**src/design/d96m_pkg.sv**
```systemverilog
`timescale 1ns / 1ps
// Shared types, sequencer states and constants of the decimal 96-bit multiply core.
package d96m_pkg;

   localparam int LIMB_W      = 32;
   localparam int MAG_W       = 96;
   localparam int MAG_LOW_W   = 64;
   localparam int MAG_HIGH_W  = 32;
   localparam int PROD_W      = 192;
   localparam int SCALE_W     = 5;
   localparam int SUM_SCALE_W = 6;
   localparam int REM_W       = 4;
   localparam int RECIP_W     = 33;

   localparam logic [SUM_SCALE_W-1:0] MAX_SCALE = 6'd28;

   // floor(2**36 / 10): quotient estimate for a 36-bit dividend, low by at most one.
   localparam logic [RECIP_W-1:0] RECIP_TEN = 33'h1_9999_9999;

   localparam logic [1:0] STATUS_OK      = 2'd0;
   localparam logic [1:0] STATUS_OVF_POS = 2'd1;
   localparam logic [1:0] STATUS_OVF_NEG = 2'd2;

   typedef struct packed {
      logic [MAG_LOW_W-1:0]  a_mag_low;
      logic [MAG_HIGH_W-1:0] a_mag_high;
      logic [SCALE_W-1:0]    a_scale;
      logic                  a_negative;
      logic [MAG_LOW_W-1:0]  b_mag_low;
      logic [MAG_HIGH_W-1:0] b_mag_high;
      logic [SCALE_W-1:0]    b_scale;
      logic                  b_negative;
   } req_type;

   typedef struct packed {
      logic [MAG_LOW_W-1:0]  prod_mag_low;
      logic [MAG_HIGH_W-1:0] prod_mag_high;
      logic [SCALE_W-1:0]    prod_scale;
      logic                  prod_negative;
      logic [1:0]            status;
   } rsp_type;

   typedef enum logic [2:0] {
      ST_IDLE,
      ST_MUL,
      ST_CHECK,
      ST_DIV,
      ST_ROUND,
      ST_FINISH
   } state_type;

endpackage

```
**src/design/d96m_mul_unit.sv**
```systemverilog
`timescale 1ns / 1ps
// Iterative 96 x 96 bit multiplier: one 32 x 32 partial product per cycle into a 192-bit sum.
module d96m_mul_unit import d96m_pkg::*; (
   input  logic              clock,
   input  logic              reset,
   input  logic              start,
   input  logic [MAG_W-1:0]  x_in,
   input  logic [MAG_W-1:0]  y_in,
   output logic              done,
   output logic [PROD_W-1:0] product
);

   localparam logic [1:0] LAST_LIMB = 2'd2;

   logic                  run_ff, run_in;
   logic [1:0]            i_ff, i_in;
   logic [1:0]            j_ff, j_in;
   logic [2*LIMB_W-1:0]   pp_ff, pp_in;
   logic [2:0]            pp_pos_ff, pp_pos_in;
   logic                  pp_valid_ff, pp_valid_in;
   logic                  pp_last_ff, pp_last_in;
   logic [PROD_W-1:0]     acc_ff, acc_in;
   logic [PROD_W-1:0]     addend;
   logic                  done_ff, done_in;

   function automatic logic [LIMB_W-1:0] limb_of(input logic [MAG_W-1:0] v,
                                                 input logic [1:0] idx);
      logic [LIMB_W-1:0] r;
      case (idx)
         2'd0:    r = v[LIMB_W-1:0];
         2'd1:    r = v[2*LIMB_W-1:LIMB_W];
         2'd2:    r = v[3*LIMB_W-1:2*LIMB_W];
         default: r = '0;
      endcase
      return r;
   endfunction

   // Issue side: walk the nine limb pairs, one multiplication per cycle.
   always_comb begin
      run_in      = run_ff;
      i_in        = i_ff;
      j_in        = j_ff;
      pp_in       = pp_ff;
      pp_pos_in   = pp_pos_ff;
      pp_valid_in = 1'b0;
      pp_last_in  = 1'b0;
      if (start) begin
         run_in = 1'b1;
         i_in   = 2'd0;
         j_in   = 2'd0;
      end else if (run_ff) begin
         pp_in       = limb_of(x_in, i_ff) * limb_of(y_in, j_ff);
         pp_pos_in   = {1'b0, i_ff} + {1'b0, j_ff};
         pp_valid_in = 1'b1;
         if (j_ff == LAST_LIMB) begin
            j_in = 2'd0;
            if (i_ff == LAST_LIMB) begin
               run_in     = 1'b0;
               pp_last_in = 1'b1;
            end else begin
               i_in = i_ff + 2'd1;
            end
         end else begin
            j_in = j_ff + 2'd1;
         end
      end
   end

   // Accumulate side: the registered partial product lands at its limb position.
   assign addend = {{(PROD_W-2*LIMB_W){1'b0}}, pp_ff} << {pp_pos_ff, 5'b0};

   always_comb begin
      if (start) begin
         acc_in = '0;
      end else if (pp_valid_ff) begin
         acc_in = acc_ff + addend;
      end else begin
         acc_in = acc_ff;
      end
   end

   assign done_in = pp_valid_ff & pp_last_ff;

   always_ff @(posedge clock) begin
      if (reset) begin
         run_ff      <= 1'b0;
         i_ff        <= 2'd0;
         j_ff        <= 2'd0;
         pp_valid_ff <= 1'b0;
         pp_last_ff  <= 1'b0;
         done_ff     <= 1'b0;
      end else begin
         run_ff      <= run_in;
         i_ff        <= i_in;
         j_ff        <= j_in;
         pp_valid_ff <= pp_valid_in;
         pp_last_ff  <= pp_last_in;
         done_ff     <= done_in;
      end
   end

   always_ff @(posedge clock) begin
      pp_ff     <= pp_in;
      pp_pos_ff <= pp_pos_in;
      acc_ff    <= acc_in;
   end

   assign done    = done_ff;
   assign product = acc_ff;

endmodule

```
**config.mk**
```make
export PLATFORM = sky130hd
export DESIGN_NAME = d96m_mul_unit
export DESIGN_NICKNAME = d
export VERILOG_FILES = /design/src/design/d96m_pkg.sv /design/src/design/d96m_mul_unit.sv
export SDC_FILE = /design/constraint.sdc
export NUM_CORES = 2
export LEC_CHECK = 0
export ABC_AREA = 1
export BUFFER_PORTS_ARGS = -buffer_cell sky130_fd_sc_hd__buf_2
export CORE_MARGIN = 1.5
export CORE_UTILIZATION = 45
export CTS_BUF_LIST = sky130_fd_sc_hd__clkbuf_4
export CTS_CLUSTER_DIAMETER = 150
export CTS_CLUSTER_SIZE = 40
export DETAILED_ROUTE_END_ITERATION = 12
export GPL_TIMING_DRIVEN = 0
export MAX_ROUTING_LAYER = met4
export PLACE_DENSITY = 0.7
export SLEW_MARGIN = 10
export SYNTH_ARGS = -nofsm -noshare
export SYNTH_HDL_FRONTEND = slang
export SYNTH_SLANG_ARGS = --single-unit
```
**constraint.sdc**
```tcl
create_clock -name clock -period 9.8 [get_ports clock]
set_input_delay 0.49 -clock clock [delete_from_list [all_inputs] [get_ports clock]]
set_output_delay 0.49 -clock clock [all_outputs]
set_load 0.005 [all_outputs]
```
==> impl_metrics.py <==
metrics = {
    "status": {
        "status": "complete, no violations",
    },
    "worst_setup_path": {
        "r2r-start": "j_ff[1]",
        "slowest_stage": "nand3_1",
        "crit_top_cell": "fa_1",
        "required_ns": 10.59,
        "crit_type": "reg2reg",
        "cp_max_fo": 10,
        "r2r_end": "pp_ff[59]",
        "startpoint": "j_ff[1]",
        "worstSetupStartpointType": "register",
        "r2r_cells": 27,
        "r2r_slack_ns": 0.03,
        "endpoint_kind": "register",
        "arrival_ns": 10.56,
        "max_stage_delay_ns": 0.82,
    },
    "route": {
        "via_count": 73730,
        "drt_iter0_drc": 8642,
        "antenna_left": 0,
        "drc": 0,
        "wirelength_mm": 376.5,
        "dr.pass1.iters": 8,
        "viasPerCell": 5.466,
        "wl_per_cell_um": 27.91,
    },
    "synth": {
        "synth_top_family_by_area": "adder cells",
        "ys_seq_area_share_pct": 8.760,
        "yosys_warnings": 0,
        "syn-num-nets": 12550,
        "syn_inst": 11000,
        "synth_compound_area_share_pct": 4.792,
        "synthAdderAreaFrac_pct": 34.54,
        "async_flop_share_pct": 0,
        "netlist_area_um2": 68670,
        "synth_flop_cell": "dfxtp_1",
        "ys_types": 46,
        "synth-simple-area-share_pct": 33.03,
        "synthMuxAreaShare_pct": 0.4518,
        "synth-edff-count": 67,
        "synth_xor_area_share_pct": 1.990,
        "syn_area_per_cell_um2": 6.245,
        "ys_ff_latch": 267,
    },
    "run": {
        "maxCapViolCount": 0,
    },
    "clock_network": {
        "cts.reportedPaths.clkPinSlew_ns": 0.38,
        "cts_sinks": 267,
        "htreeDepth": 1,
        "clock_latency_ns": 1.06,
        "cts_tree": "built",
        "cts_max_path_buffers": 3,
        "cts_buffers": 13,
        "cts_root_buf": "clkbuf_4",
    },
    "finish": {
        "final_common_cell": "nand2_1",
        "drive_gt1_share_pct": 9.439,
        "multi_input_area_um2": 51600,
        "fin_util_pct": 48.93,
        "fillers": 16510,
        "nets": 12980,
        "ff_latch_area_um2": 6016,
        "area_delta_synth_final_pct": 8.104,
        "layout_common_cells": "nand2_1 (3326), inv_1 (2543), nor2_1 (1573)",
    },
    "die": {
        "core_area_um2": 151700,
        "die-width_um": 393.7,
        "core.rowCount": 143,
        "die_area_um2": 155000,
        "dieHeight_um": 393.7,
        "start_util_pct": 45.26,
        "ioPinCount": 388,
    },
    "timing": {
        "worst_pin_slew_ns": 1.435,
        "drv_slew": 0,
        "fin_crit_ns": 9.766,
        "rsz0062_at_grt": "false",
        "finalHoldViolCount": 0,
        "layout_worst_path_cycle_share_pct": 99.65,
        "finalSetupViolations": 0,
        "fin_worst_skew_ns": 0.1138,
        "fmax_mhz": 102.4,
        "max_slew_margin_pct": 4.364,
    },
    "global_route": {
        "gr-usage-all-layers_pct": 49.31,
        "grt_max_degree": 41,
        "antenna_found_initial": 17,
        "grt_pass1_wl_mm": 520.5,
        "gr-total-overflow": 0,
        "grt_pass1_vias": 72190,
    },
    "placed_design": {
        "gp_congestion": 1.210,
        "dp_hpwl_mm": 327.1,
        "portBuffers": 386,
    },
    "hold_path": {
        "hold_path_depth": 3,
        "min-delay-start": "reset",
        "hold_path_end": "done",
        "hp-class": "in2reg",
    },
}
## sequential cells by signal, summed over array words and instances (netlist names)
register	count
product	192
pp_ff	64
pp_pos_ff	3
i_ff	2
j_ff	2
done	1
pp_last_ff	1
pp_valid_ff	1
run_ff	1
## critical path: cells and delay by family, from the launching register on
family,cells,cell delay [ns]
adders and majority gates,9,4.42
and+or+nand+nor,9,2.61
buffers and inverters,7,1.65
DFF,1,0.51
xor gates and xnor gates,1,0.15
AOI/OAI and AO/OA,1,0.10
## cell families (layout without fill, tap and decap cells)
family	Yosys count	in the layout
flip-flops	267	267
other	0	29
adder cells (fa/ha/maj)	1357	1357
AND/OR/NAND/NOR	5595	5595
multiplexers	31	31
XOR/XNOR	156	156
AO/OA/AOI/OAI	594	594
buffers and inverters	2997	3431
## per-layer routing
layer,track usage (%),vias up,part of all wire [%]
met5,-,-,0
met4,49.16,0,13
met3,11.11,1503,10
met2,74.00,4556,43
met1,53.02,34800,34
li1,-,32870,-
## cell type report
| cell class | instances | area share, % |
|---|---|---|
| inverter | 2724 | 13.84 |
| tap | 2030 | 3.421 |
| multi-input combinational | 7733 | 69.51 |
| sequential | 267 | 8.103 |
| timing repair buffer | 424 | 3.180 |
| clock inverter | 9 | 0.2242 |
| clock buffer | 13 | 0.1315 |
| antenna | 29 | 0.09775 |
| buffer | 261 | 1.498 |
## cells in the mapped netlist (13+ instances only)
cell	count	area (µm²)
nand3_1	264	1321
nor2_4	36	405.4
a21oi_1	231	1156
nor3_1	28	140.1
xnor2_1	25	219.0
a21oi_2	13	113.9
buf_2	31	155.2
o21ai_0	192	960.9
nand3_2	33	330.3
a21o_1	14	105.1
ha_1	459	5743
fa_1	898	17980
nand2_2	53	331.6
o21ai_1	14	70.07
o21bai_1	23	172.7
a31oi_1	19	118.9
inv_1	2550	9572
mux2i_1	31	310.3
dfxtp_1	200	4004
nor2_1	1576	5916
buf_1	23	86.33
xor2_1	131	1147
o22ai_1	64	400.4
edfxtp_1	67	2012
nor2_2	179	1120
clkinv_1	20	75.07
nand4_1	55	344.1
inv_2	154	578.1
nand2_1	3335	12520
clkbuf_1	219	822.0
## worst max path at each step
stage,to,slack (ns)
3_3_place_gp,pp_ff[51],-0.94
3_5_place_dp,pp_ff[51],-0.95
2_1_floorplan,pp_ff[61],2.28
5_1_grt,pp_ff[59],0.007
6_report,pp_ff[59],0.03
4_1_cts,pp_ff[39],0.02
## stage by stage
| stage | instance area [µm²] | hold slack (ns) | instances | setup slack, ns | TNS (ns) |
|---|---|---|---|---|---|
| 3_5_place_dp | 73630 | 0.4330 | 13440 | -0.9525 | -23.34 |
| 5_1_grt | 74220 | 0.1387 | 13480 | 0.006697 | 0 |
| 3_3_place_gp | 73150 | 0.4305 | 13410 | -0.9422 | -20.72 |
| 2_1_floorplan | 68670 | 0.4045 | 11000 | 2.277 | 0 |
| 6_report | 74240 | 0.1377 | 13490 | 0.03385 | 0 |
| 4_1_cts | 73990 | 0.07968 | 13460 | 0.02426 | 0 |
## what timing repair did
action | 4_1_cts | 5_1_grt
resized for setup | 51 | 91
setup endpoints to repair | 43 | 34
hold buffers | 1 | 0
gates cloned | 0 | 0
endpoints found under the hold margin | 8 | 0
pin swaps | 0 | 0
setup buffers | 0 | 10
Power is left out: the tool's default activity adds up to more than one toggle a clock period on the data nets, which glitch-free logic cannot reach.
